### config.mk
export PLATFORM = sky130hd
export DESIGN_NAME = warh_div
export DESIGN_NICKNAME = d
export VERILOG_FILES = /design/src/hdl/warh_pkg.sv /design/src/hdl/warh_div.sv
export SDC_FILE = /design/constraint.sdc
export NUM_CORES = 1
export LEC_CHECK = 0
export BUFFER_PORTS_ARGS = -buffer_cell sky130_fd_sc_hd__buf_2
export CAP_MARGIN = 0
export CORE_UTILIZATION = 40
export DETAILED_ROUTE_END_ITERATION = 6
export HOLD_SLACK_MARGIN = 0.15
export PLACE_DENSITY = 0.68
export SLEW_MARGIN = 25
export SYNTH_ARGS = -nofsm -noshare
export SYNTH_HDL_FRONTEND = slang
export SYNTH_SLANG_ARGS = --single-unit
### constraint.sdc
create_clock -name i_clk -period 3.9 [get_ports i_clk]
set_input_delay 0 -clock i_clk [delete_from_list [all_inputs] [get_ports i_clk]]
set_output_delay 0 -clock i_clk [all_outputs]
set_load 0.02 [all_outputs]
### src/hdl/warh_pkg.sv
// shared widths, codes and controller/datapath interface types for the histogram core
package warh_pkg;

    localparam int VEL_W      = 32;
    localparam int WGT_W      = 32;
    localparam int BC_W       = 7;
    localparam int INV_W      = 32;
    localparam int K_W        = 6;
    localparam int DENS_W     = 48;
    localparam int DEN_W      = 33;
    localparam int LOW_W      = 64;
    localparam int STEP_W     = 7;
    localparam int CFG_IDX_W  = 1;
    localparam int CFG_DATA_W = 32;
    localparam int S_DATA_W   = 72;
    localparam int M_DATA_W   = 88;

    localparam int DEF_MAX_PARTICLES = 4096;
    localparam int DEF_MAX_BINS      = 64;

    localparam logic [BC_W-1:0]  BIN_COUNT_RST = 7'd64;
    localparam logic [INV_W-1:0] INV_VOL_RST   = 32'h0001_0000;

    localparam logic [CFG_IDX_W-1:0] REG_BIN_COUNT = 1'b0;
    localparam logic [CFG_IDX_W-1:0] REG_INV_VOL   = 1'b1;

    localparam logic REQ_LOAD   = 1'b0;
    localparam logic REQ_QUERY  = 1'b1;
    localparam logic KIND_BIN   = 1'b0;
    localparam logic KIND_QUERY = 1'b1;

    localparam logic [STEP_W-1:0] LOC_STEPS  = 7'd6;
    localparam logic [STEP_W-1:0] EDGE_STEPS = 7'd33;
    localparam logic [STEP_W-1:0] NORM_STEPS = 7'd64;

    localparam logic [DENS_W-1:0] DENS_MAX = '1;

    // controller to datapath commands
    typedef struct packed {
        logic acc_load;
        logic acc_query;
        logic setup;
        logic clr_we;
        logic idx_clr;
        logic idx_inc;
        logic st_rd;
        logic loc_prep;
        logic loc_query;
        logic loc_start;
        logic loc_take;
        logic sum_rd;
        logic sum_acc;
        logic n_rd;
        logic n_mul0;
        logic n_mul1;
        logic n_mul2;
        logic n_add;
        logic n_start;
        logic n_wr;
        logic k_from_idx;
        logic e_start;
        logic e_take;
        logic d_rd;
        logic out_load;
        logic out_query;
        logic out_last;
        logic end_run;
    } t_cmd;

    // datapath to controller status
    typedef struct packed {
        logic div_done;
        logic loc_short;
        logic n_sat;
        logic idx_last_clr;
        logic idx_last_part;
        logic idx_last_bin;
        logic idx_ge_n;
        logic count_zero;
        logic out_free;
    } t_sts;

endpackage

### src/hdl/warh_div.sv
// shared restoring divider, one quotient bit per cycle
module warh_div (
    input  logic                          i_clk,
    input  logic                          i_rst_n,
    input  logic                          i_start,
    input  logic [warh_pkg::DEN_W-1:0]    i_rem,
    input  logic [warh_pkg::LOW_W-1:0]    i_low,
    input  logic [warh_pkg::STEP_W-1:0]   i_steps,
    input  logic [warh_pkg::DEN_W-1:0]    i_den,
    output logic [warh_pkg::LOW_W-1:0]    o_q,
    output logic                          o_done,
    output logic                          o_busy
);
    import warh_pkg::*;

    logic [DEN_W-1:0]  r_rem, n_rem;
    logic [LOW_W-1:0]  r_low;
    logic [LOW_W-1:0]  r_q;
    logic [DEN_W-1:0]  r_den;
    logic [STEP_W-1:0] r_cnt;
    logic              r_busy;
    logic              r_done;
    logic [DEN_W:0]    w_trial;
    logic              w_ge;

    // one trial subtraction
    always_comb begin
        w_trial = {r_rem, r_low[LOW_W-1]};
        w_ge    = w_trial >= {1'b0, r_den};
        n_rem   = w_ge ? DEN_W'(w_trial - {1'b0, r_den}) : w_trial[DEN_W-1:0];
    end

    // control
    always_ff @(posedge i_clk) begin
        if (!i_rst_n) begin
            r_busy <= 1'b0;
            r_done <= 1'b0;
            r_cnt  <= '0;
        end else begin
            r_done <= 1'b0;
            if (i_start) begin
                r_busy <= 1'b1;
                r_cnt  <= i_steps;
            end else if (r_busy) begin
                r_cnt <= r_cnt - 1'b1;
                if (r_cnt == STEP_W'(1)) begin
                    r_busy <= 1'b0;
                    r_done <= 1'b1;
                end
            end
        end
    end

    // operands and partial results
    always_ff @(posedge i_clk) begin
        if (i_start) begin
            r_rem <= i_rem;
            r_low <= i_low;
            r_den <= i_den;
            r_q   <= '0;
        end else if (r_busy) begin
            r_rem <= n_rem;
            r_low <= {r_low[LOW_W-2:0], 1'b0};
            r_q   <= {r_q[LOW_W-2:0], w_ge};
        end
    end

    assign o_q    = r_q;
    assign o_done = r_done;
    assign o_busy = r_busy;

`ifndef SYNTHESIS
    a_no_restart: assert property (@(posedge i_clk) disable iff (!i_rst_n)
        i_start |-> !r_busy) else $error("divider started while busy");
    a_done_after_busy: assert property (@(posedge i_clk) disable iff (!i_rst_n)
        r_done |-> $past(r_busy)) else $error("divider done without run");
    a_busy_count: assert property (@(posedge i_clk) disable iff (!i_rst_n)
        r_busy |-> r_cnt != '0) else $error("divider busy with zero count");
`endif

endmodule

; Yosys cells after proc, flatten, opt, wreduce, memory -nomap -nowiden
; Cells that the tools add are included.
[totals]
regBits = 203
word_cells = 26
[classes]
addsub = 2
order_cmp = 1
n_eq_ne = 1
n_mux = 11
n_bitwise = 2
reduce_logical = 2
[op_table]
columns = cell, n
row1 = two-way mux 64 bit, 2
row2 = two-way mux 33 bit, 3
row3 = greater-or-equal comparator 34 x 33 -> 1 bit, 1
row4 = subtractor 33 bit, 1
row5 = two-way mux 7 bit, 2
row6 = "== test 7 x 1 -> 1 bit, second input constant", 1
row7 = "subtractor 7 x 1 -> 7 bit, second input constant", 1
row8 = two-way mux 1 bit, 4
row9 = OR reduction 3 bit, 1
row10 = NOT 1 bit, 2
row11 = nonzero test 2 bit, 1

; Longest topological paths before layout
[logic_depth]
ltp_word = 4
mapped_depth = 14

; Worst setup path before layout
; No wires, ideal clock.
[synth_timing]
kind = register -> register
start = register r_low[63]
end = register r_rem[20] (data pin)
t_arrival_ps = 2734
required_time_ps = 3631
setup_slack_ps = 897
stages_incl_launch_ff = 15
period_less_slack_ps = 3003
path_cell_list = edfxtp_1 > inv_1 > ha_1 > inv_1 > fa_1 > a21o_1 > a311o_1 > a21o_1 > a21oi_2 > nor4b_4 > or3_1 > buf_6 > buf_6 > nor3_2 > nor4_2
[synth_between]
elab_chain_len = 4
word_cells_on_any_way = 5
cone_classes = add/sub (1) / order compare (1) / mux (3)
[synth_lines]
columns = item, line_no
row1 = from (decl), warh_div.sv:17  ; logic [LOW_W-1:0] r_low;
row2 = from (signal assigned), warh_div.sv:58  ; r_low <= i_low;
row3 = from (signal assigned), warh_div.sv:63  ; r_low <= {r_low[LOW_W-2:0], 1'b0};
row4 = subtractor 33 bit / greater-or-equal comparator 34 x 33 -> 1 bit (equally long branches), "warh_div.sv:30, warh_div.sv:29"
row5 = two-way mux 33 bit (*), warh_div.sv:30  ; n_rem = w_ge ? DEN_W'(w_trial - {1'b0, r_den}) : w_trial[DEN_W-1:0];
row6 = two-way mux 33 bit (*), warh_div.sv:61  ; end else if (r_busy) begin
row7 = two-way mux 33 bit (*), warh_div.sv:56  ; if (i_start) begin
row8 = to (signal assigned), warh_div.sv:57  ; r_rem <= i_rem;
row9 = to (signal assigned), warh_div.sv:62  ; r_rem <= n_rem;
row10 = to (decl), warh_div.sv:16  ; logic [DEN_W-1:0] r_rem, n_rem;
; Mark *: on every way between the ends. The rest lies on a longest branch, timed or not. The select of a mux whose other input is x is not followed.
; A chain may end at the register's enable or synchronous reset.

; Worst setup path in the final report
[layout_timing]
start = register r_low[63]
end = register r_rem[2] (data pin)
; The elaborated chain is that of the path after synthesis.

==> metrics.cfg <==
[worst_hold_path]
hp-start=i_den[15]
min_path_cells=2
hold_end=r_den[15]
holdCritPathClass=input port to register

[die]
initial_core_util_pct=41.2
design.core.area_um2=24600
dieArea_um2=26000
die_h_um=161
ios=206
rows=57
die_w_um=161

[global_routing]
grt.total_usage_pct=18.8
antenna_found_initial=1
grt_pass1_vias=8122
grt-ovfl-total=0
grt_max_degree=71
grt_pass1_wl_um=40000

[power_and_ir_drop]
clockPowerShare_pct=30.3
ir_drop_uv=304
power_frac_seq_pct=40.7
p_leak_uw=0.00581
combPwrFrac_pct=29.0
p_sw_uw=1970
p_int_uw=4560
powerDensity_nw_per_um2=482
swShare_pct=30.1

[place]
portBuffers=205
place_hpwl_um=15900
place_congestion=0.852
dpl_cell_area_um2=11400

[yosys]
netlist_area_um2=10100
synth.avg_cell_area_um2=11.3
synthSimpleGateAreaFrac_pct=11.6
synthXorXnorAreaFrac_pct=2.59
synthMuxAreaShare_pct=14.1
synth_cells=900
yosys_warnings=0
synth_fa_ha_area_share_pct=4.52
synth_seq_cells=203
yosysSeqAreaShare_pct=53.0
async_reset_ff_share_pct=0
synth_flop_cell=edfxtp_1
synthDistinctLibCells=70
synth_top_family_by_area=multiplexers
synth_fp_nets=1076
synth-compound-area-share_pct=10.3
synth_edf_count=130

[clock_network]
postCtsResizedCells=0
clk_pin_slew_ns=0.06
clock_latency_ns=0.51
cts_sinks=203
cts_buffers=23
cts_tree=done
cts_buffer_depth=3
cts_hold_buf=144
cts_setup_buffers=0
cts-root-buf=clkbuf_16
cts-htree-levels=1

[status]
outcome=finished, violations left
violations=DRC

[timing]
fin_skew_ns=0.0102
worst_slew_pin_slew_ns=0.932
setup_violations=0
rsz0062_at_grt=false
drv_slew=0
hold_viol_final=0
relSlewSlack_pct=37.8
min_period_ns=3.73
max_freq_ghz=0.268
post-route-period-util_pct=95.6
setup-tns-final_ns=0

[final_layout]
mostFrequentLayoutCell=buf_2
area_delta_synth_final_pct=34.0
finalInstanceArea_um2=13600
final_cell_mix=buf_2 (204), dlygate4sd3_1 (144), edfxtp_1 (130)
final_nets=1413
layout-drive-gt1-share_pct=26.5

[run]
max_cap_violations=0

[setup_path]
worst_r2r_startpoint=r_low[63]
start_kind=register
end_kind=register
r2r_setup_slack_ns=0.17
path_class=register to register
crit_arrival_ns=3.99
critPathMaxFanout=17
cp.required_ns=4.16
r2r-end=r_rem[2]
r2r_cells=14
cp-startpoint=r_low[63]

[route]
vias_per_cell=5.08
drt_iter0_drc=401
via_count=8005
routed_wl_um=24300
ant_nets=0
dr.pass1.iters=7
wire_per_inst_um=15.4
drc=2

cell families (layout without fill, tap and decap cells):
logic type,count (synthesis),in the layout
DFF,203,203
AOI/OAI and AO/OA,154,154
and+or+nand+nor,250,250
muxes,135,135
other,0,1
adders and majority gates,36,36
xor gates and xnor gates,30,30
buffers and inverters,92,444
worst max-delay path, cell delays in order (launching register included):
cell           delay [ns]
edfxtp_1             0.36
inv_1                0.08
ha_1                 0.16
inv_1                0.06
fa_1                 0.40
a21o_1               0.20
a311o_1              0.39
a21o_1               0.20
a21oi_2              0.19
nor4b_4              0.09
or3_1                0.34
buf_4                0.22
mux2i_1              0.15
o21ai_0              0.07
dlygate4sd3_1        0.57
power by group through the flow:
stage | logic, uW | registers [uW] | clock network [uW]
final | 1900 | 2660 | 1980
after detailed placement | 1770 | 2690 | 0
after floorplan | 1380 | 2670 | 0
after global placement | 1740 | 2690 | 0
after global routing | 2100 | 2680 | 2120
after CTS | 1900 | 2660 | 2050
per-stage QoR:
step | instances | worst slack [ns] | total power (uW) | utilization (%) | hold WS (ns)
floorplan | 900 | 0.897 | 4050 | - | 0.0989
finish | 1577 | 0.171 | 6530 | 55.1 | 0.196
global route | 1577 | 0.0198 | 6900 | 55.1 | 0.182
global placement | 1392 | 0.782 | 4430 | 46.5 | 0.178
detailed placement | 1392 | 0.671 | 4460 | 46.5 | 0.178
CTS | 1576 | 0.168 | 6610 | 55.1 | 0.173
state kept, by name (all words and copies together), names as in the netlist:
signal,flops
r_low,64
o_done,1
r_rem,33
r_den,33
o_busy,1
o_q,64
r_cnt,7
synth_stat cells, types with 3 or more instances:
cell | count | area, um2
nor3_1 | 4 | 20.0
a21oi_1 | 39 | 195
xnor2_1 | 18 | 158
buf_6 | 5 | 56.3
nand2b_1 | 4 | 25.0
a31oi_1 | 23 | 144
o21a_1 | 3 | 22.5
edfxtp_1 | 130 | 3900
o21bai_1 | 3 | 22.5
dfxtp_1 | 73 | 1460
inv_1 | 43 | 161
a211oi_1 | 4 | 30.0
xor2_1 | 12 | 105
a21o_1 | 14 | 105
mux2i_1 | 71 | 711
mux2_2 | 64 | 721
clkbuf_1 | 30 | 113
a21oi_2 | 3 | 26.3
and3_1 | 7 | 43.8
nand2_1 | 73 | 274
ha_1 | 35 | 438
nand3_1 | 11 | 55.1
nor4b_1 | 3 | 26.3
and2_1 | 12 | 75.1
nor4_1 | 3 | 18.8
buf_1 | 8 | 30.0
buf_2 | 5 | 25.0
a221o_1 | 5 | 50.1
o21ai_0 | 27 | 135
or3_1 | 4 | 25.0
nor2_1 | 103 | 387
nand4_1 | 8 | 50.1
nor3_2 | 3 | 30.0
worst max path at each step:
stage	cells after the start	to
after global placement	12	r_rem[26]
after global routing	14	r_rem[2]
final	14	r_rem[2]
after detailed placement	13	r_rem[10]
after CTS	14	r_rem[2]
after floorplan	14	r_rem[20]
per-layer routing:
layer | vias up | wire (um) | global-route usage [%]
met3 | 37 | 1480 | 3.85
met4 | 0 | 627 | 5.19
li1 | 3940 | - | -
met5 | - | 0 | 0
met1 | 3788 | 10800 | 24.4
met2 | 240 | 11400 | 31.7
area by class of cell:
class | instances | area, um2
diodes | 1 | 2.50
clock buffers | 33 | 643
clock inverters | 7 | 36.3
fillers | 2127 | 11000
inverters | 44 | 165
multi-input cells | 605 | 4380
flip-flops and latches | 203 | 5370
well taps | 324 | 405
repair buffers | 360 | 2570
(Power assumes the default switching activity.)
