## config.mk

```make
export PLATFORM = sky130hd
export DESIGN_NAME = warh_ctrl
export DESIGN_NICKNAME = d
export VERILOG_FILES = /design/src/hdl/warh_pkg.sv /design/src/hdl/warh_ctrl.sv
export SDC_FILE = /design/constraint.sdc
export NUM_CORES = 1
export LEC_CHECK = 0
export BUFFER_PORTS_ARGS = -buffer_cell sky130_fd_sc_hd__buf_4
export CAP_MARGIN = 20
export CORE_ASPECT_RATIO = 0.6
export CORE_MARGIN = 1
export CORE_UTILIZATION = 30
export CTS_BUF_LIST = sky130_fd_sc_hd__clkbuf_4
export DETAILED_ROUTE_END_ITERATION = 7
export SLEW_MARGIN = 10
export SYNTH_ARGS = -nofsm -noshare
export SYNTH_HDL_FRONTEND = slang
export SYNTH_SLANG_ARGS = --single-unit
```

## constraint.sdc

```tcl
create_clock -name i_clk -period 2.85 [get_ports i_clk]
set_input_delay 0.285 -clock i_clk [delete_from_list [all_inputs] [get_ports i_clk]]
set_output_delay 0.285 -clock i_clk [all_outputs]
set_load 0.03 [all_outputs]
```

## src/hdl/warh_pkg.sv

```systemverilog
// shared widths, codes and controller/datapath interface types for the histogram core
package warh_pkg;

    localparam int VEL_W      = 32;
    localparam int WGT_W      = 32;
    localparam int BC_W       = 7;
    localparam int INV_W      = 32;
    localparam int K_W        = 6;
    localparam int DENS_W     = 48;
    localparam int DEN_W      = 33;
    localparam int LOW_W      = 64;
    localparam int STEP_W     = 7;
    localparam int CFG_IDX_W  = 1;
    localparam int CFG_DATA_W = 32;
    localparam int S_DATA_W   = 72;
    localparam int M_DATA_W   = 88;

    localparam int DEF_MAX_PARTICLES = 4096;
    localparam int DEF_MAX_BINS      = 64;

    localparam logic [BC_W-1:0]  BIN_COUNT_RST = 7'd64;
    localparam logic [INV_W-1:0] INV_VOL_RST   = 32'h0001_0000;

    localparam logic [CFG_IDX_W-1:0] REG_BIN_COUNT = 1'b0;
    localparam logic [CFG_IDX_W-1:0] REG_INV_VOL   = 1'b1;

    localparam logic REQ_LOAD   = 1'b0;
    localparam logic REQ_QUERY  = 1'b1;
    localparam logic KIND_BIN   = 1'b0;
    localparam logic KIND_QUERY = 1'b1;

    localparam logic [STEP_W-1:0] LOC_STEPS  = 7'd6;
    localparam logic [STEP_W-1:0] EDGE_STEPS = 7'd33;
    localparam logic [STEP_W-1:0] NORM_STEPS = 7'd64;

    localparam logic [DENS_W-1:0] DENS_MAX = '1;

    // controller to datapath commands
    typedef struct packed {
        logic acc_load;
        logic acc_query;
        logic setup;
        logic clr_we;
        logic idx_clr;
        logic idx_inc;
        logic st_rd;
        logic loc_prep;
        logic loc_query;
        logic loc_start;
        logic loc_take;
        logic sum_rd;
        logic sum_acc;
        logic n_rd;
        logic n_mul0;
        logic n_mul1;
        logic n_mul2;
        logic n_add;
        logic n_start;
        logic n_wr;
        logic k_from_idx;
        logic e_start;
        logic e_take;
        logic d_rd;
        logic out_load;
        logic out_query;
        logic out_last;
        logic end_run;
    } t_cmd;

    // datapath to controller status
    typedef struct packed {
        logic div_done;
        logic loc_short;
        logic n_sat;
        logic idx_last_clr;
        logic idx_last_part;
        logic idx_last_bin;
        logic idx_ge_n;
        logic count_zero;
        logic out_free;
    } t_sts;

endpackage

```

## src/hdl/warh_ctrl.sv

```systemverilog
// sequencer for loading, binning, normalization, reports and queries
module warh_ctrl (
    input  logic             i_clk,
    input  logic             i_rst_n,
    input  logic             s_tvalid,
    output logic             s_tready,
    input  logic             s_tuser,   // req_type
    input  logic             s_tlast,   // last_particle
    input  warh_pkg::t_sts   i_sts,
    output warh_pkg::t_cmd   o_cmd
);
    import warh_pkg::*;

    typedef enum logic [21:0] {
        S_IDLE   = 22'(1 << 0),
        S_SETUP  = 22'(1 << 1),
        S_CLR    = 22'(1 << 2),
        S_PRD    = 22'(1 << 3),
        S_LPREP  = 22'(1 << 4),
        S_LSTART = 22'(1 << 5),
        S_LWAIT  = 22'(1 << 6),
        S_SRD    = 22'(1 << 7),
        S_SACC   = 22'(1 << 8),
        S_NRD    = 22'(1 << 9),
        S_NMUL0  = 22'(1 << 10),
        S_NMUL1  = 22'(1 << 11),
        S_NMUL2  = 22'(1 << 12),
        S_NADD   = 22'(1 << 13),
        S_NSTART = 22'(1 << 14),
        S_NWAIT  = 22'(1 << 15),
        S_NWR    = 22'(1 << 16),
        S_KSET   = 22'(1 << 17),
        S_ESTART = 22'(1 << 18),
        S_EWAIT  = 22'(1 << 19),
        S_DRD    = 22'(1 << 20),
        S_OUT    = 22'(1 << 21)
    } t_state;

    t_state r_state, n_state;
    logic   r_qmode, n_qmode;
    logic   w_acc;

    assign s_tready = (r_state == S_IDLE);
    assign w_acc    = s_tvalid && s_tready;

    // next state and commands
    always_comb begin
        n_state = r_state;
        n_qmode = r_qmode;
        o_cmd   = '0;
        o_cmd.loc_query = r_qmode;
        o_cmd.out_query = r_qmode;
        o_cmd.out_last  = r_qmode || i_sts.idx_last_bin;
        unique case (r_state)
            S_IDLE: begin
                if (w_acc) begin
                    if (s_tuser == REQ_QUERY) begin
                        o_cmd.acc_query = 1'b1;
                        n_qmode = 1'b1;
                        n_state = S_LPREP;
                    end else begin
                        o_cmd.acc_load = 1'b1;
                        n_qmode = 1'b0;
                        if (s_tlast) begin
                            n_state = S_SETUP;
                        end
                    end
                end
            end
            S_SETUP: begin
                o_cmd.setup   = 1'b1;
                o_cmd.idx_clr = 1'b1;
                n_state = S_CLR;
            end
            S_CLR: begin
                o_cmd.clr_we = 1'b1;
                if (i_sts.idx_last_clr) begin
                    o_cmd.idx_clr = 1'b1;
                    n_state = i_sts.count_zero ? S_NRD : S_PRD;
                end else begin
                    o_cmd.idx_inc = 1'b1;
                end
            end
            S_PRD: begin
                o_cmd.st_rd = 1'b1;
                n_state = S_LPREP;
            end
            S_LPREP: begin
                o_cmd.loc_prep = 1'b1;
                n_state = S_LSTART;
            end
            S_LSTART: begin
                o_cmd.loc_start = 1'b1;
                if (!i_sts.loc_short) begin
                    n_state = S_LWAIT;
                end else begin
                    n_state = r_qmode ? S_ESTART : S_SRD;
                end
            end
            S_LWAIT: begin
                if (i_sts.div_done) begin
                    o_cmd.loc_take = 1'b1;
                    n_state = r_qmode ? S_ESTART : S_SRD;
                end
            end
            S_SRD: begin
                o_cmd.sum_rd = 1'b1;
                n_state = S_SACC;
            end
            S_SACC: begin
                o_cmd.sum_acc = 1'b1;
                if (i_sts.idx_last_part) begin
                    o_cmd.idx_clr = 1'b1;
                    n_state = S_NRD;
                end else begin
                    o_cmd.idx_inc = 1'b1;
                    n_state = S_PRD;
                end
            end
            S_NRD: begin
                o_cmd.n_rd = 1'b1;
                n_state = i_sts.idx_ge_n ? S_NWR : S_NMUL0;
            end
            S_NMUL0: begin
                o_cmd.n_mul0 = 1'b1;
                n_state = S_NMUL1;
            end
            S_NMUL1: begin
                o_cmd.n_mul1 = 1'b1;
                n_state = S_NMUL2;
            end
            S_NMUL2: begin
                o_cmd.n_mul2 = 1'b1;
                n_state = S_NADD;
            end
            S_NADD: begin
                o_cmd.n_add = 1'b1;
                n_state = S_NSTART;
            end
            S_NSTART: begin
                if (i_sts.n_sat) begin
                    n_state = S_NWR;
                end else begin
                    o_cmd.n_start = 1'b1;
                    n_state = S_NWAIT;
                end
            end
            S_NWAIT: begin
                if (i_sts.div_done) begin
                    n_state = S_NWR;
                end
            end
            S_NWR: begin
                o_cmd.n_wr = 1'b1;
                if (i_sts.idx_last_clr) begin
                    o_cmd.idx_clr = 1'b1;
                    n_state = S_KSET;
                end else begin
                    o_cmd.idx_inc = 1'b1;
                    n_state = S_NRD;
                end
            end
            S_KSET: begin
                o_cmd.k_from_idx = 1'b1;
                n_state = S_ESTART;
            end
            S_ESTART: begin
                o_cmd.e_start = 1'b1;
                n_state = S_EWAIT;
            end
            S_EWAIT: begin
                if (i_sts.div_done) begin
                    o_cmd.e_take = 1'b1;
                    n_state = S_DRD;
                end
            end
            S_DRD: begin
                o_cmd.d_rd = 1'b1;
                n_state = S_OUT;
            end
            S_OUT: begin
                if (i_sts.out_free) begin
                    o_cmd.out_load = 1'b1;
                    if (r_qmode) begin
                        n_state = S_IDLE;
                    end else if (i_sts.idx_last_bin) begin
                        o_cmd.end_run = 1'b1;
                        n_state = S_IDLE;
                    end else begin
                        o_cmd.idx_inc = 1'b1;
                        n_state = S_KSET;
                    end
                end
            end
            default: begin
                n_state = S_IDLE;
            end
        endcase
    end

    // state register
    always_ff @(posedge i_clk) begin
        if (!i_rst_n) begin
            r_state <= S_IDLE;
            r_qmode <= 1'b0;
        end else begin
            r_state <= n_state;
            r_qmode <= n_qmode;
        end
    end

endmodule

```

## Word-level counts from Yosys, hierarchy flattened

Cells that the tools add are included.

| word-level totals | value |
|---|---|
| register bits | 23 |
| bits of input ports | 14 |
| output and inout bits | 29 |
| logic and storage cells | 94 |

| cells by class | value |
|---|---|
| eq/ne operators | 29 |
| mux-type cells | 58 |
| reduce and logical (&&, ||, !) cells | 5 |

Operators with widths:

| cell | count |
|---|---|
| $pmux W22 S22 | 1 |
| $mux W22 | 8 |
| $mux W18 | 3 |
| $mux W19 | 2 |
| $mux W1 | 36 |
| $mux W17 | 2 |
| $eq A22 B1 Y1 const B | 1 |
| $eq A22 B10 Y1 const B | 1 |
| $eq A22 B11 Y1 const B | 1 |
| $eq A22 B12 Y1 const B | 1 |
| $eq A22 B13 Y1 const B | 1 |
| $eq A22 B14 Y1 const B | 1 |
| $eq A22 B15 Y1 const B | 1 |
| $eq A22 B16 Y1 const B | 1 |
| $eq A22 B17 Y1 const B | 1 |
| $eq A22 B18 Y1 const B | 1 |
| $eq A22 B19 Y1 const B | 1 |
| $eq A22 B2 Y1 const B | 1 |
| $eq A22 B20 Y1 const B | 1 |
| $eq A22 B21 Y1 const B | 1 |
| $eq A22 B22 Y1 const B | 1 |
| $eq A22 B3 Y1 const B | 1 |
| $eq A22 B4 Y1 const B | 1 |
| $eq A22 B5 Y1 const B | 1 |
| other kinds (15) | 22 |

## Depth between registers and ports, before layout

Gate-level depths: netlist of the first run.

| logic depth | value |
|---|---|
| word-level depth | 4 |
| mapped depth | 10 |
| mapped depth without buffers | 7 |

## Worst setup path after synthesis of the first run

No wires, ideal clock.

| timing | value |
|---|---|
| path kind | reg-to-output |
| from | register r_state[5] |
| to | output port o_cmd[22] in the netlist's numbering |
| arrival | 3112 ps |
| data required time | 2565 ps |
| slack | -547 ps |
| cell stages (with the launch flop) | 7 |
| buffers on the path | 1 |
| cell sequence | dfxtp_1 buf_2 nor4_2 nand3_2 nor4b_1 nor2_1 o221ai_1 |

RTL lines:

| element | line | RTL |
|---|---|---|
| start: declaration | warh_ctrl.sv:39 | `t_state r_state, n_state;` |
| start signal: assignment | warh_ctrl.sv:207 | `r_state <= n_state;` |
| end: declaration | warh_ctrl.sv:10 | `output warh_pkg::t_cmd o_cmd` |

==> results.py, run 1 <==
metrics = {
    "logic_synthesis": {
        "yosys_warnings": 0,
        "synth_edf_count": 0,
        "synth-simple-area-share_pct": 46.2,
        "synth_compound_area_share_pct": 14.3,
        "synthesis.area_sq_um": 1560,
        "seq_area_frac_synth_pct": 29.5,
        "synth_top_family_by_area": "simple AND/OR/NAND/NOR gates",
        "yosysUniqueCellTypes": 49,
        "synthArstFlopShare_pct": 0,
        "synthMuxAreaShare_pct": 0.641,
        "ys.flop_type": "dfxtp_1",
        "synthAdderAreaFrac_pct": 0,
        "syn_avg_cell_area_sq_um": 8.10,
        "synth_xor_area_share_pct": 2.24,
        "syn_nets": 207,
        "ys_ff_latch": 23,
        "syn_inst": 193,
    },
    "detailed_routing": {
        "final_antenna_net_count": 0,
        "wirelength_um": 4480,
        "via_per_inst": 5.12,
        "drt-pass1-iter-count": 5,
        "drt_iter0_drc": 113,
        "num_vias": 1572,
        "route.detailed.drc": 0,
        "routedWlPerCell_um": 14.6,
    },
    "power_and_ir_drop": {
        "peakVddDrop_mv": 0.227,
        "power_mw": 0.817,
        "p_leak_nw": 0.862,
        "power_density_nw_per_um2": 398,
    },
    "placement": {
        "dp_worst_setup_slack_ns": 0.427,
        "io_buffers": 42,
        "place.gp.congestion": 0.870,
        "dpl.hpwl_um": 3530,
    },
    "sta": {
        "tightest_slew_ns": 0.512,
        "hold_viol": 0,
        "setup_violations": 0,
        "max-slew-margin-rel_pct": 65.5,
        "final.min_clock_period_ns": 2.68,
        "worst_slack_ns": 0.174,
        "drv_slew": 0,
        "rsz0062_at_grt": "no",
        "skew_ns": 0.0238,
        "clock.fmax_mhz": 374,
        "setup_tns_ns": 0,
        "finalCritPeriodShare_pct": 93.9,
    },
    "cts": {
        "clock_sinks": 23,
        "cts_hold_buf": 0,
        "clock-root-buffer": "clkbuf_4",
        "cts.path.max_buffers": 2,
        "path_clk_slew_ns": 0.16,
        "cts_tree": "done",
        "cts_made_buffers": 3,
        "clock_tree.htree_level_count": 1,
        "clk_latency_ns": 0.33,
    },
    "global_routing": {
        "grt_max_degree": 14,
        "globalRouteOverflowTotal": 0,
        "grt_usage_pct": 17.3,
        "antenna_found_initial": 0,
        "first_global_vias": 1385,
        "grt_pass1_wl_um": 7230,
    },
    "setup_path": {
        "max_stage_delay_ns": 0.39,
        "end_kind": "output port",
        "path_cells": "nor4_4 -> nand3_2 -> buf_4 -> nor4b_2 -> buf_4 -> nor2_1 -> o221ai_1 -> buf_4",
        "regToRegSetupSlack_ns": 0.44,
        "worstSetupStartpointType": "flip-flop",
        "regToRegStartpoint": "r_state[13]",
        "r2r_cells": 9,
        "crit_buf_inv": 3,
        "critPathTopFamily": "simple AND/OR/NAND/NOR gates",
        "rr_endpoint": "r_state[13]",
        "startpoint": "r_state[11]",
        "cp.required_ns": 2.57,
        "cpMostUsedCell": "buf_4",
        "crit_arrival_ns": 2.39,
        "path_max_fanout": 7,
        "worstSetupPathType": "flip-flop to output port",
        "cp_slowest_cell": "dfxtp_2",
    },
    "floorplanning": {
        "initial_utilization_pct": 32.7,
        "die-area_sq_um": 5510,
        "design.core.area_sq_um": 4780,
        "placementRows": 19,
        "die_h_um": 57.9,
        "dieWidth_um": 95.2,
        "io_pins": 43,
    },
    "cells_and_area": {
        "layout_commonest_cell": "buf_4",
        "drive_above_1_share_pct": 33.2,
        "fin_nets": 259,
        "layout_common_cells": "55 x buf_4, 28 x nor2_1, 22 x dfxtp_1",
        "antenna_cells": 0,
        "area_growth_pct": 31.1,
    },
    "run_status": {
        "status": "completed",
    },
    "worst_hold_path": {
        "hp-start": "i_sts[2]",
        "hold_path_end": "r_state[10]",
        "worstHoldPathType": "input pin to flip-flop",
        "min_path_cells": 2,
    },
    "flow_run": {
        "maxCapViolations": 0,
    },
}
[what timing repair did]
item / CTS / global route
endpoints found under the hold margin: 0 / 0
gates resized for setup: 0 / 7
setup buffers: 0 / 4
setup endpoints to repair: 0 / 7
[state kept, by name, indices dropped and copies added, names as in the netlist]
signal and cells:
r_state 22, r_qmode 1
[power breakdown]
part | internal [mW] | leakage, nW | total [mW] | switching, mW
Combinational | 0.121 | 0.658 | 0.299 | 0.178
Sequential | 0.332 | 0.186 | 0.354 | 0.0216
Clock | 0.0527 | 0.0177 | 0.164 | 0.112
Total | 0.505 | 0.862 | 0.817 | 0.311
[how the worst max path moves through the flow]
stage	to	cells past startpoint
6_report	o_cmd[22]	8
5_1_grt	o_cmd[22]	8
4_1_cts	o_cmd[22]	7
3_5_place_dp	o_cmd[22]	7
3_3_place_gp	o_cmd[22]	8
2_1_floorplan	o_cmd[22]	6
[through the flow]
stage / cells / hold slack, ns / util [%] / instance area, sq um
floorplan: 193 / 0.361 / - / 1570
global placement: 299 / 0.464 / 40.9 / 1950
detailed placement: 299 / 0.463 / 40.9 / 1950
CTS: 303 / 0.0918 / 41.5 / 1980
global route: 307 / 0.0887 / 42.9 / 2050
finish: 307 / 0.0935 / 42.9 / 2050
[synth_stat cells, types with 2 or more instances]
library cell	number	share of area (%)
and2_1	4	1.6
nor4_1	6	2.4
and3_1	2	0.80
nand3b_1	7	3.4
nor2_1	29	7.0
o21ai_0	9	2.9
nand2b_1	3	1.2
o2111ai_1	3	1.7
nor4b_1	5	2.8
or3_1	2	0.80
nor3_1	11	3.5
inv_1	9	2.2
buf_6	3	2.2
nor3b_1	6	2.9
buf_4	2	0.96
nor2_2	4	1.6
nor4_2	2	1.6
and4b_1	2	1.3
nand2_1	14	3.4
xor2_1	3	1.7
nor4_4	4	5.4
nor2b_1	3	1.2
dfxtp_1	23	29
a21oi_1	10	3.2
nand3_1	3	0.96
[per-layer routing]
metal  GRT usage [%]  vias to the layer above  share of wire, %
li1                -                      806                 -
met1            28.6                      703                53
met2            21.5                       59                37
met3            4.59                        4               9.0
met4            2.60                        0              0.49
met5               0                        -                 0
[cell type report]
class	instances	area [sq um]
timing repair buffer	55	413
clock buffer	3	22.5
multi-input combinational	153	1030
clock inverter	1	5.00
sequential	23	462
inverter	9	33.8
tap	63	78.8
fill	516	2730
[logic make-up (layout without fill, tap and decap cells)]
logic type / Yosys count / in the layout
muxes: 1 / 1
xor gates and xnor gates: 4 / 4
AOI/OAI and AO/OA: 33 / 33
buffers and inverters: 17 / 68
DFF: 23 / 23
and+or+nand+nor: 115 / 115
Note: power is estimated with default switching activity, not from simulation.
==> inputs of run 2 (changes only) <==
--- a/config.mk
+++ b/config.mk
@@ -5,6 +5,7 @@
 export SDC_FILE = /design/constraint.sdc
 export NUM_CORES = 1
 export LEC_CHECK = 0
+export ABC_AREA = 1
 export BUFFER_PORTS_ARGS = -buffer_cell sky130_fd_sc_hd__buf_4
 export CAP_MARGIN = 20
 export CORE_ASPECT_RATIO = 0.6
==> constraint.sdc (replaced) <==
create_clock -name i_clk -period 2.25 [get_ports i_clk]
set_input_delay 0.225 -clock i_clk [delete_from_list [all_inputs] [get_ports i_clk]]
set_output_delay 0.225 -clock i_clk [all_outputs]
set_load 0.03 [all_outputs]
==> results.py, run 2 <==
metrics = {
    "cells_and_area": {
        "layout_commonest_cell": "nand2_1",
        "area_growth_pct": 23.6,
        "max_flop_register": "r_state",
        "fill_cells": 613,
        "fin_nets": 340,
        "multi_input_area_sq_um": 1140,
        "layout_common_cells": "56 x nand2_1, 50 x nor2_1, 44 x buf_4",
        "antenna_cells": 0,
        "drive_above_1_share_pct": 36.6,
        "reg_top3": "r_state x22, r_qmode x1",
        "largest_reg_flops": 22,
        "ff_latch_area_sq_um": 465,
        "fin_area_sq_um": 2290,
    },
    "setup_path": {
        "cpMostUsedCell": "nor2_4",
        "path_depth": 8,
        "path_max_fanout": 5,
        "cp.required_ns": 2.03,
        "cp_slowest_cell": "dfxtp_1",
        "crit_arrival_ns": 1.87,
        "startpoint": "r_state[19]",
        "path_cells": "nor2_4 -> nand2_1 -> nor2_2 -> nand3_2 -> nor2_4 -> nor2_1 -> o211ai_1 -> buf_4",
        "worstSetupStartpointType": "flip-flop",
        "regToRegStartpoint": "r_state[10]",
        "end_kind": "output port",
        "max_stage_delay_ns": 0.37,
        "critPathTopFamily": "simple AND/OR/NAND/NOR gates",
        "crit_buf_inv": 1,
        "regToRegSetupSlack_ns": 0.28,
        "worstSetupPathType": "flip-flop to output port",
        "r2r_cells": 11,
    },
    "global_routing": {
        "globalRouteMet1Util_pct": 26.6,
        "grt.met3_usage_pct": 3.69,
        "grt_max_degree": 20,
        "grt.busiest_layer": "met1",
        "globalRouteOverflowTotal": 0,
        "antenna_found_initial": 0,
        "grt_pass1_wl_um": 8110,
        "grt.met2_usage_pct": 21.4,
        "first_global_vias": 1657,
        "grt_usage_pct": 16.4,
    },
    "logic_synthesis": {
        "synth.area.top_cells": "dfxtp_1 25%, nand2_1 11%, nor2_1 11%",
        "ys.flop_type": "dfxtp_1",
        "syn_inst": 284,
        "ys_ff_latch": 23,
        "seq_area_frac_synth_pct": 24.8,
        "yosysUniqueCellTypes": 35,
        "synthTopCellsByCount": "56 x nand2_1, 52 x nor2_1, 42 x inv_1, 23 x dfxtp_1, 22 x nand3_1",
        "synth_top_area_share_pct": 24.8,
        "syn_avg_cell_area_sq_um": 6.52,
        "yosys_warnings": 0,
        "synth.most_common_cell": "nand2_1",
        "synth_edf_count": 0,
        "synthArstFlopShare_pct": 0,
        "synthesis.area_sq_um": 1850,
        "syn_nets": 298,
        "synth_area_leader_cell": "dfxtp_1",
    },
    "sta": {
        "setup_violations": 0,
        "final.min_clock_period_ns": 2.10,
        "drv_slew": 0,
        "worst_slack_ns": 0.154,
        "tightest_slew_ns": 0.321,
        "skew_ns": 0.00259,
        "setup_tns_ns": 0,
        "max-slew-margin-rel_pct": 78.4,
        "rsz0062_at_grt": "yes",
        "hold_viol": 0,
        "clock.fmax_mhz": 477,
        "finalCritPeriodShare_pct": 93.1,
    },
    "detailed_routing": {
        "drt-pass1-iter-count": 4,
        "via_per_inst": 4.33,
        "drt_iter0_drc": 88,
        "final_antenna_net_count": 0,
        "route.detailed.drc": 0,
        "wirelength_um": 5010,
        "routedWlPerCell_um": 12.4,
        "num_vias": 1754,
    },
    "placement": {
        "place_area_sq_um": 2210,
        "place.gp.congestion": 0.840,
        "dpl.hpwl_um": 4100,
        "dp_worst_setup_slack_ns": 0.289,
        "io_buffers": 42,
    },
    "floorplanning": {
        "placementRows": 21,
        "io_pins": 43,
        "die-area_sq_um": 6510,
        "initial_utilization_pct": 32.2,
        "die_h_um": 62.9,
        "dieWidth_um": 103,
        "design.core.area_sq_um": 5750,
    },
    "worst_hold_path": {
        "hp-start": "i_sts[2]",
        "min_path_cells": 2,
        "worstHoldPathType": "input pin to flip-flop",
    },
    "run_status": {
        "status": "completed",
    },
    "cts": {
        "cts_hold_buf": 0,
        "clock-root-buffer": "clkbuf_4",
        "cts_made_buffers": 3,
        "cts.path.max_buffers": 2,
        "clock_sinks": 23,
        "clk_latency_ns": 0.32,
        "cts_tree": "done",
        "path_clk_slew_ns": 0.13,
        "clock_tree.htree_level_count": 1,
    },
    "power_and_ir_drop": {
        "power_density_nw_per_um2": 865,
        "p_leak_nw": 1.26,
        "peakVddDrop_mv": 0.322,
    },
    "flow_run": {
        "maxCapViolations": 0,
    },
}
## run 2: cell count changes after synthesis, sizes merged, moves of 9 or more
| cell | before | now |
|---|---|---|
| nand2 | 15 | 67 |
| inv | 9 | 58 |
| nor2 | 33 | 71 |
| nand3 | 4 | 36 |
| nor4 | 12 | 0 |
| nor3 | 11 | 2 |
## run 2: worst register-to-register path: cells and delay by family, from the launching register on
kind / cells / cell delay, ns
AOI/OAI and AO/OA: 1 / 0.17
buffers and inverters: 3 / 0.47
DFF: 1 / 0.44
and+or+nand+nor: 7 / 0.86
## run 2: power breakdown
part | switching, mW | internal, mW
logic | 0.843 | 0.398
registers | 0.0634 | 0.462
clock network | 0.134 | 0.0815
total | 1.04 | 0.941
## run 2: area by class of cell
class / instances / area share [%]
clock buffers: 4 / 1.31
repair buffers: 44 / 14.4
multi-input cells: 195 / 49.6
flip-flops and latches: 23 / 20.3
inverters: 59 / 9.95
well taps: 80 / 4.37
## run 2: stage by stage
step / total power [mW] / hold slack [ns] / util, % / cells
after global routing: 2.14 / 0.0368 / 39.8 / 405
after detailed placement: 1.74 / 0.408 / 38.4 / 399
final: 1.98 / 0.0574 / 39.8 / 405
after CTS: 1.96 / 0.0446 / 38.9 / 403
after floorplan: 1.56 / 0.301 / - / 284
after global placement: 1.72 / 0.399 / 38.4 / 399
## run 2: what timing repair did
action / 4_1_cts / 5_1_grt
endpoints found under the hold margin: 0 / 0
setup endpoints to repair: 0 / 5
gates resized for setup: 0 / 11
buffers inserted: 0 / 2
## run 2: final timing paths
| path | end |
|---|---|
| min | r_state[10] |
| max reg2reg | r_state[20] |
| min reg2reg | r_state[6] |
| max | o_cmd[23] |
## run 2: kinds of logic after synthesis
group                  share of synthesized area, %
AOI/OAI and AO/OA                              4.32
buffers and inverters                          15.6
DFF                                            24.8
and+or+nand+nor                                55.2
## run 2: routing by layer
metal	part of all wire [%]	wire length (um)
met1	57	2870
met2	36	1820
met3	6.0	298
met4	0.36	18
met5	0	0
==> inputs of run 3 (changes only) <==
--- a/config.mk
+++ b/config.mk
@@ -13,6 +13,7 @@
 export CORE_UTILIZATION = 30
 export CTS_BUF_LIST = sky130_fd_sc_hd__clkbuf_4
 export DETAILED_ROUTE_END_ITERATION = 7
+export RECOVER_POWER = 25
 export SLEW_MARGIN = 10
 export SYNTH_ARGS = -nofsm -noshare
 export SYNTH_HDL_FRONTEND = slang
==> constraint.sdc (replaced) <==
create_clock -name i_clk -period 2 [get_ports i_clk]
set_input_delay 0.2 -clock i_clk [delete_from_list [all_inputs] [get_ports i_clk]]
set_output_delay 0.2 -clock i_clk [all_outputs]
set_load 0.03 [all_outputs]
==> results.py, run 3 (synthesis gave the netlist of run 2 again) <==
metrics = {
    "run_status": {
        "status": "completed",
    },
    "detailed_routing": {
        "final_antenna_net_count": 0,
        "drt-pass1-iter-count": 4,
        "num_vias": 2015,
        "drt_iter0_drc": 115,
        "routedWlPerCell_um": 13.3,
        "dr_wl_met3_um": 544,
        "top_layer": "met4",
        "met1_length_um": 2930,
        "wirelength_um": 5900,
        "wl_met2_um": 2390,
        "via_per_inst": 4.56,
        "route.detailed.drc": 0,
    },
    "global_routing": {
        "grt_pass1_wl_um": 9110,
        "grt_usage_pct": 18.2,
        "first_global_vias": 1820,
        "globalRouteOverflowTotal": 0,
        "grt_max_degree": 20,
        "antenna_found_initial": 0,
    },
    "floorplanning": {
        "initial_utilization_pct": 32.2,
        "dieWidth_um": 103,
        "die-area_sq_um": 6510,
        "design.core.area_sq_um": 5750,
        "io_pins": 43,
        "die_h_um": 62.9,
        "placementRows": 21,
    },
    "cells_and_area": {
        "antenna_cells": 0,
        "fin_util_pct": 47.3,
        "largest_reg_flops": 22,
        "reg_top3": "r_state x22, r_qmode x1",
        "layout_common_cells": "69 x buf_4, 50 x nand2_1, 45 x nor2_1",
        "layout_commonest_cell": "buf_4",
        "max_flop_register": "r_state",
        "drive_above_1_share_pct": 51.4,
        "fin_area_sq_um": 2720,
        "area_growth_pct": 46.8,
        "fin_cells": 442,
        "fin_nets": 377,
    },
    "cts": {
        "clock-root-buffer": "clkbuf_4",
        "cts_made_buffers": 3,
        "path_clk_slew_ns": 0.15,
        "clock_sinks": 23,
        "cts_tree": "done",
        "cts.path.max_buffers": 2,
        "clk_latency_ns": 0.33,
        "clock_tree.htree_level_count": 1,
    },
    "setup_path": {
        "r2r_cells": 12,
        "path_cells": "nor2_4 -> nand2_4 -> nor2_8 -> buf_4 -> nand4_1 -> inv_1 -> buf_6",
        "cp_slowest_cell": "dfxtp_1",
        "critPathTopFamily": "simple AND/OR/NAND/NOR gates",
        "regToRegSetupSlack_ns": 0.14,
        "worstSetupPathType": "flip-flop to output port",
        "end_kind": "output port",
        "rr_endpoint": "r_state[21]",
        "crit_buf_inv": 3,
        "path_max_fanout": 4,
        "worstSetupStartpointType": "flip-flop",
        "regToRegStartpoint": "r_state[13]",
        "cp.required_ns": 1.80,
        "crit_arrival_ns": 1.80,
        "max_stage_delay_ns": 0.36,
    },
    "sta": {
        "final.min_clock_period_ns": 2.00,
        "hold_viol": 0,
        "max-slew-margin-rel_pct": 75.5,
        "drv_slew": 0,
        "finalCritPeriodShare_pct": 99.9,
        "rsz0062_at_grt": "yes",
        "tightest_slew_ns": 0.369,
        "setup_violations": 0,
        "clock.fmax_mhz": 500,
        "timing.hold.ws_ns": 0.136,
        "skew_ns": 0.0159,
    },
    "power_and_ir_drop": {
        "power_mw": 2.63,
        "p_leak_nw": 1.48,
        "seqPwrFrac_pct": 22.6,
        "swShare_pct": 52.2,
        "clkPwrFrac_pct": 9.1,
        "p_int_mw": 1.26,
        "peakVddDrop_mv": 0.546,
        "p_comb_share_pct": 68.4,
        "switching_power_mw": 1.37,
        "power_density_nw_per_um2": 967,
    },
    "placement": {
        "place_area_sq_um": 2220,
        "dpl.hpwl_um": 4230,
        "placedCellCount": 401,
        "place.gp.congestion": 0.903,
        "io_buffers": 42,
    },
    "worst_hold_path": {
        "min_path_cells": 4,
        "worstHoldPathType": "input pin to flip-flop",
        "hp-start": "s_tuser",
        "hold_path_end": "r_state[1]",
    },
    "flow_run": {
        "maxCapViolations": 0,
    },
}
## run 3: worst max-delay path by stage
stage | start | end | depth (start not counted)
CTS | r_state[7] | o_cmd[22] | 9
global placement | r_state[2] | o_cmd[22] | 10
floorplan | r_state[8] | o_cmd[23] | 7
finish | r_state[13] | o_cmd[21] | 7
detailed placement | r_state[2] | r_state[21] | 15
global route | r_state[15] | o_cmd[22] | 10
## run 3: layer usage
metal / track usage [%] / vias up
li1: - / 1018
met1: 28.8 / 910
met5: 0 / -
met4: 2.46 / 0
met2: 25.2 / 83
met3: 3.69 / 4
## run 3: metrics by stage
step | worst slack (ns) | TNS (ns)
after floorplan | 0.00676 | 0
after global placement | 0.138 | 0
after detailed placement | 0.147 | 0
after CTS | -0.0103 | -0.0183
after global routing | -0.0849 | -0.261
final | 0.00115 | 0
## run 3: power groups by stage
| stage | Sequential [mW] | Combinational [mW] | Clock, mW |
|---|---|---|---|
| after floorplan | 0.577 | 1.18 | 0 |
| after global placement | 0.593 | 1.41 | 0 |
| after detailed placement | 0.592 | 1.42 | 0 |
| after CTS | 0.588 | 1.63 | 0.244 |
| after global routing | 0.599 | 1.94 | 0.257 |
| final | 0.594 | 1.80 | 0.239 |
## run 3: final cells by class
cell class / instances / area [sq um]
Tap cell: 80 / 100
Fill cell: 564 / 3030
Timing Repair Buffer: 81 / 629
Clock buffer: 3 / 22.5
Inverter: 59 / 236
Multi-Input combinational cell: 195 / 1240
Sequential cell: 23 / 490
Clock inverter: 1 / 5.00
## run 3: worst register-to-register path, delay by kind of cell, from the launching register on
kind | cells | cell delay, ns
buffers and inverters | 2 | 0.29
AND/OR/NAND/NOR | 9 | 1.09
AO/OA/AOI/OAI | 1 | 0.08
flip-flops | 1 | 0.36
## run 3: timing repair
action | CTS | global route
setup endpoints to repair | 5 | 13
pin swaps | 20 | 19
resized for setup | 32 | 35
setup buffers | 29 | 7
hold endpoints to repair | 0 | 1
hold buffers | 0 | 1
